==> config.mk <==
export PLATFORM = sky130hd
export DESIGN_NAME = swpr_ctrl
export DESIGN_NICKNAME = d
export VERILOG_FILES = /design/src/sv/swpr_pkg.sv /design/src/sv/swpr_ctrl.sv
export SDC_FILE = /design/constraint.sdc
export NUM_CORES = 1
export LEC_CHECK = 0
export ABC_AREA = 1
export BUFFER_PORTS_ARGS = -buffer_cell sky130_fd_sc_hd__buf_2
export CORE_AREA = 2 2 39 41
export CTS_CLUSTER_SIZE = 14
export DETAILED_ROUTE_END_ITERATION = 6
export DIE_AREA = 0 0 41 43
export GPL_TIMING_DRIVEN = 0
export PLACE_DENSITY_LB_ADDON = 0.25
export SLEW_MARGIN = 20
export SYNTH_ARGS = -nofsm -noshare
export SYNTH_HDL_FRONTEND = slang
export SYNTH_SLANG_ARGS = --single-unit
export TNS_END_PERCENT = 30
==> constraint.sdc <==
create_clock -name clk -period 1.4 [get_ports clk]
set_input_delay 0.14 -clock clk [delete_from_list [all_inputs] [get_ports clk]]
set_output_delay 0.14 -clock clk [all_outputs]
set_load 0.01 [all_outputs]
==> src/sv/swpr_pkg.sv <==
// Shared types and constants for the sliding window packet receiver.
package swpr_pkg;

  localparam int MAX_SLOTS_DEF = 512;
  localparam logic [10:0] MAX_PAYLOAD = 11'd1461;
  localparam int CFG_DATA_W = 10;
  localparam int DIV_STEPS = 32;

  typedef enum logic [0:0] {
    REG_WINDOW   = 1'b0,
    REG_ACK_MODE = 1'b1
  } reg_index_t;

  typedef enum logic [2:0] {
    KIND_START = 3'd0,
    KIND_END   = 3'd1,
    KIND_DATA  = 3'd2
  } kind_t;

  typedef enum logic [2:0] {
    ST_STORED  = 3'd0,
    ST_DISCARD = 3'd1,
    ST_DUP     = 3'd2,
    ST_STARTED = 3'd3,
    ST_ENDED   = 3'd4,
    ST_FATAL   = 3'd5
  } status_t;

  typedef struct packed {
    logic [2:0]  packet_kind;
    logic [31:0] seq_number;
    logic [15:0] header_length;
    logic [10:0] received_length;
    logic        checksum_good;
  } packet_t;

  typedef struct packed {
    logic        ack_valid;
    logic [31:0] ack_number;
    logic [2:0]  status;
    logic [9:0]  released_packets;
    logic [19:0] released_bytes;
    logic [31:0] next_expected;
  } result_t;

  typedef struct packed {
    logic clear_wr;
    logic accept;
    logic decide;
    logic mod_start;
    logic mod_take;
    logic rd_idx;
    logic wr_idx;
    logic rd_h;
    logic rel_step;
    logic finish_rel;
  } swpr_cmd_t;

  typedef struct packed {
    logic win_go;
    logic mod_done;
    logic present;
    logic clear_last;
  } swpr_stat_t;

endpackage

==> src/sv/swpr_ctrl.sv <==
// Sequencer for header decode, slot store and in-order release.
module swpr_ctrl import swpr_pkg::*; (
  input  logic       clk,
  input  logic       rst,
  input  logic       start,
  input  swpr_stat_t stat,
  output swpr_cmd_t  cmd,
  output logic       busy
);

  typedef enum logic [7:0] {
    S_CLEAR  = 8'b0000_0001,
    S_IDLE   = 8'b0000_0010,
    S_DECIDE = 8'b0000_0100,
    S_MODW   = 8'b0000_1000,
    S_RDIDX  = 8'b0001_0000,
    S_WRIDX  = 8'b0010_0000,
    S_RDH    = 8'b0100_0000,
    S_CHK    = 8'b1000_0000
  } state_t;

  state_t state, state_next;

  always_ff @(posedge clk) begin
    if (rst) begin
      state <= S_CLEAR;
    end else begin
      state <= state_next;
    end
  end

  assign busy = (state != S_IDLE);

  always_comb begin
    state_next = state;
    cmd = '0;
    unique case (state)
      S_CLEAR: begin
        cmd.clear_wr = 1'b1;
        if (stat.clear_last) state_next = S_IDLE;
      end
      S_IDLE: begin
        if (start) begin
          cmd.accept = 1'b1;
          state_next = S_DECIDE;
        end
      end
      S_DECIDE: begin
        cmd.decide = 1'b1;
        if (stat.win_go) begin
          cmd.mod_start = 1'b1;
          state_next = S_MODW;
        end else begin
          state_next = S_IDLE;
        end
      end
      S_MODW: begin
        if (stat.mod_done) begin
          cmd.mod_take = 1'b1;
          state_next = S_RDIDX;
        end
      end
      S_RDIDX: begin
        cmd.rd_idx = 1'b1;
        state_next = S_WRIDX;
      end
      S_WRIDX: begin
        cmd.wr_idx = 1'b1;
        state_next = S_RDH;
      end
      S_RDH: begin
        cmd.rd_h = 1'b1;
        state_next = S_CHK;
      end
      S_CHK: begin
        if (stat.present) begin
          cmd.rel_step = 1'b1;
          state_next = S_RDH;
        end else begin
          cmd.finish_rel = 1'b1;
          state_next = S_IDLE;
        end
      end
      default: state_next = S_CLEAR;
    endcase
  end

endmodule

==> flow_summary.ini <==
[sta]
hold_viol = 0
post-route-min-period_ns = 1.397
fin_crit_sh = 0.9976
rsz0062_at_grt = yes
whs_ns = 0.1656
fmax_mhz = 716.0
worst_slack_ns = 0.003368
tightest_slew_ns = 0.4418
slew_headroom = 0.7055
fin_skew_ns = 0.006991
setup_viol = 0
drv_slew = 0

[worst_setup_path]
critPathRequiredTime_ns = 1.26
worstSetupPathType = reg2out
arrival_ns = 1.26
endpoint_kind = output pin
timing.rr.end = state[2]
reg2regPathDepth = 9
cpMaxStageDelayCell = dfxtp_2
critPathMaxStageDelay_ns = 0.33
crit_fanout = 4
crit_path_cell_trace = nor2_1 -> nand3_1 -> nor2_4 -> inv_4 -> nor2_2 -> buf_2
cp-start-kind = flip-flop
r2r_slack_ns = 0.12
timing.rr.start = state[3]

[job]
max-cap-violations = 0

[final_layout]
regMostFlops = state
fin_nets = 122
top_regs = state: 8 flops
fin_area_sq_um = 797.0
area_delta_synth_final_pct = 34.39
antenna_cells = 0
layout_common_cells = buf_2, inv_1, nand2_1
post_route_cells_drive_above_1_share = 0.6106
largest_reg_flops = 8
final_common_cell = buf_2

[worst_hold_path]
hold_start = stat[2]
hold_class = in2reg
hold-path-endpoint = state[3]
hold_depth = 4

[place]
routabilityCongestion = 0.8005
dp_slack_ns = 0.1765
dpl.hpwl_microns = 976.3
postPlaceCellArea_sq_um = 693.2
numPortBuffers = 16

[route]
avgViaCountPerCell = 4.496
wl_microns = 1320
post-route-drc-count = 0
wl_per_cell_microns = 10.23
drt_iter0_markers = 13
vias = 580
first_pass_iters = 4
ant_nets = 0

[synth]
yosysUniqueCellTypes = 17
yosys_register_bits = 8
syn_avg_cell_area_sq_um = 6.664
syn-num-nets = 96
syn_inst = 89
synthesis.area_sq_um = 593.1
seq_area_frac_synth = 0.2700
yosysWarningCount = 0

[die]
fp-row-count = 14
dieArea_sq_um = 1763
io-pin-count = 18
die_h_microns = 43
core_sq_um = 1384
initial_core_util = 0.4286
die_x_microns = 41

[clock_tree]
clock_path_buffers = 2
cts_tree = done
ctsRootBufferMaster = clkbuf_4
hold_buffers = 0
clk_pin_slew_worst_paths_ns = 0.06
cts.sinks = 8
clock_latency_ns = 0.27
htree_levels = 1
cts_inserted_buffers = 3

[outcome]
outcome = completed

[power]
cellPowerDensity_nw_per_um2 = 887.4
power.leakage_uw = 0.0004355
ir_worst_vdd_mv = 0.5158

[global_route]
grt_usage = 0.1865
grt-ovfl-total = 0
grt_pass1_vias = 513
antenna_found_initial = 0
grt_max_degree = 9
grt_pass1_wl_microns = 2125
-- per-stage QoR --
stage | power, uW | utilization | setup TNS (ns) | instances
2_1_floorplan | 437.6 | - | 0 | 89
5_1_grt | 748.8 | 0.5759 | -0.2123 | 129
3_3_place_gp | 486.2 | 0.5009 | 0 | 121
4_1_cts | 694.4 | 0.5443 | -0.008892 | 127
3_5_place_dp | 492.0 | 0.5009 | 0 | 121
6_report | 707.3 | 0.5759 | 0 | 129
-- worst max-delay path, delay by kind of cell, from the launching register on --
kind                   cells  cell delay (ns)
DFF                        1             0.33
buffers and inverters      2             0.19
and+or+nand+nor            4             0.48
-- routing by layer --
| layer | wire [microns] | GRT usage |
|---|---|---|
| met5 | 0 | 0 |
| met4 | 40 | 0.1400 |
| met3 | 45 | 0.04712 |
| met2 | 666 | 0.2531 |
| met1 | 567 | 0.2410 |
-- report_power, final --
part           total [uW]  switching (uW)  internal [uW]
registers             259            13.7            246
logic                 261             158            103
clock network         187            88.0           98.7
-- layout make-up --
class	count	area, sq um
buffer	1	3.754
inverter	25	101.3
clock buffer	3	22.52
fill	142	586.8
multi-input combinational	55	362.8
tap	16	20.02
sequential	8	168.9
timing repair buffer	21	117.6
-- worst max path at each step --
stage	start	to	slack [ns]
after global routing	state[3]	cmd[8]	-0.06
after floorplan	state[7]	state[2]	0.30
after CTS	state[5]	cmd[8]	-0.009
final	state[3]	cmd[8]	0.003
after detailed placement	state[1]	state[1]	0.18
after global placement	state[1]	state[1]	0.22
-- cells in the mapped netlist --
cell type,n,area [sq um]
dfxtp_1,8,160.2
nand2_4,2,22.52
nand3_1,7,35.03
inv_1,15,56.30
nand4_1,1,6.260
nor2_4,6,67.56
a21oi_2,1,8.760
nand2_2,3,18.77
nor3_2,3,30.03
nor2_2,3,18.77
inv_2,9,33.78
buf_1,1,3.750
nor2_1,13,48.80
nand2_1,13,48.80
inv_6,1,8.760
nand3_2,2,20.02
a21oi_1,1,5.000
-- kinds of logic after synthesis --
group                  after synthesis  synth area share
AO/OA/AOI/OAI                        2           0.02320
buffers and inverters               26            0.1730
flip-flops                           8            0.2700
AND/OR/NAND/NOR                     53            0.5338
-- repair_timing --
action                     in CTS  in global routing
gates resized for setup         8                 10
cloned                          0                  0
pin swaps                       4                  7
setup buffers                   3                  2
hold endpoints to repair        0                  0
setup endpoints to repair       5                  8
Power figures use the tool's default switching activity.
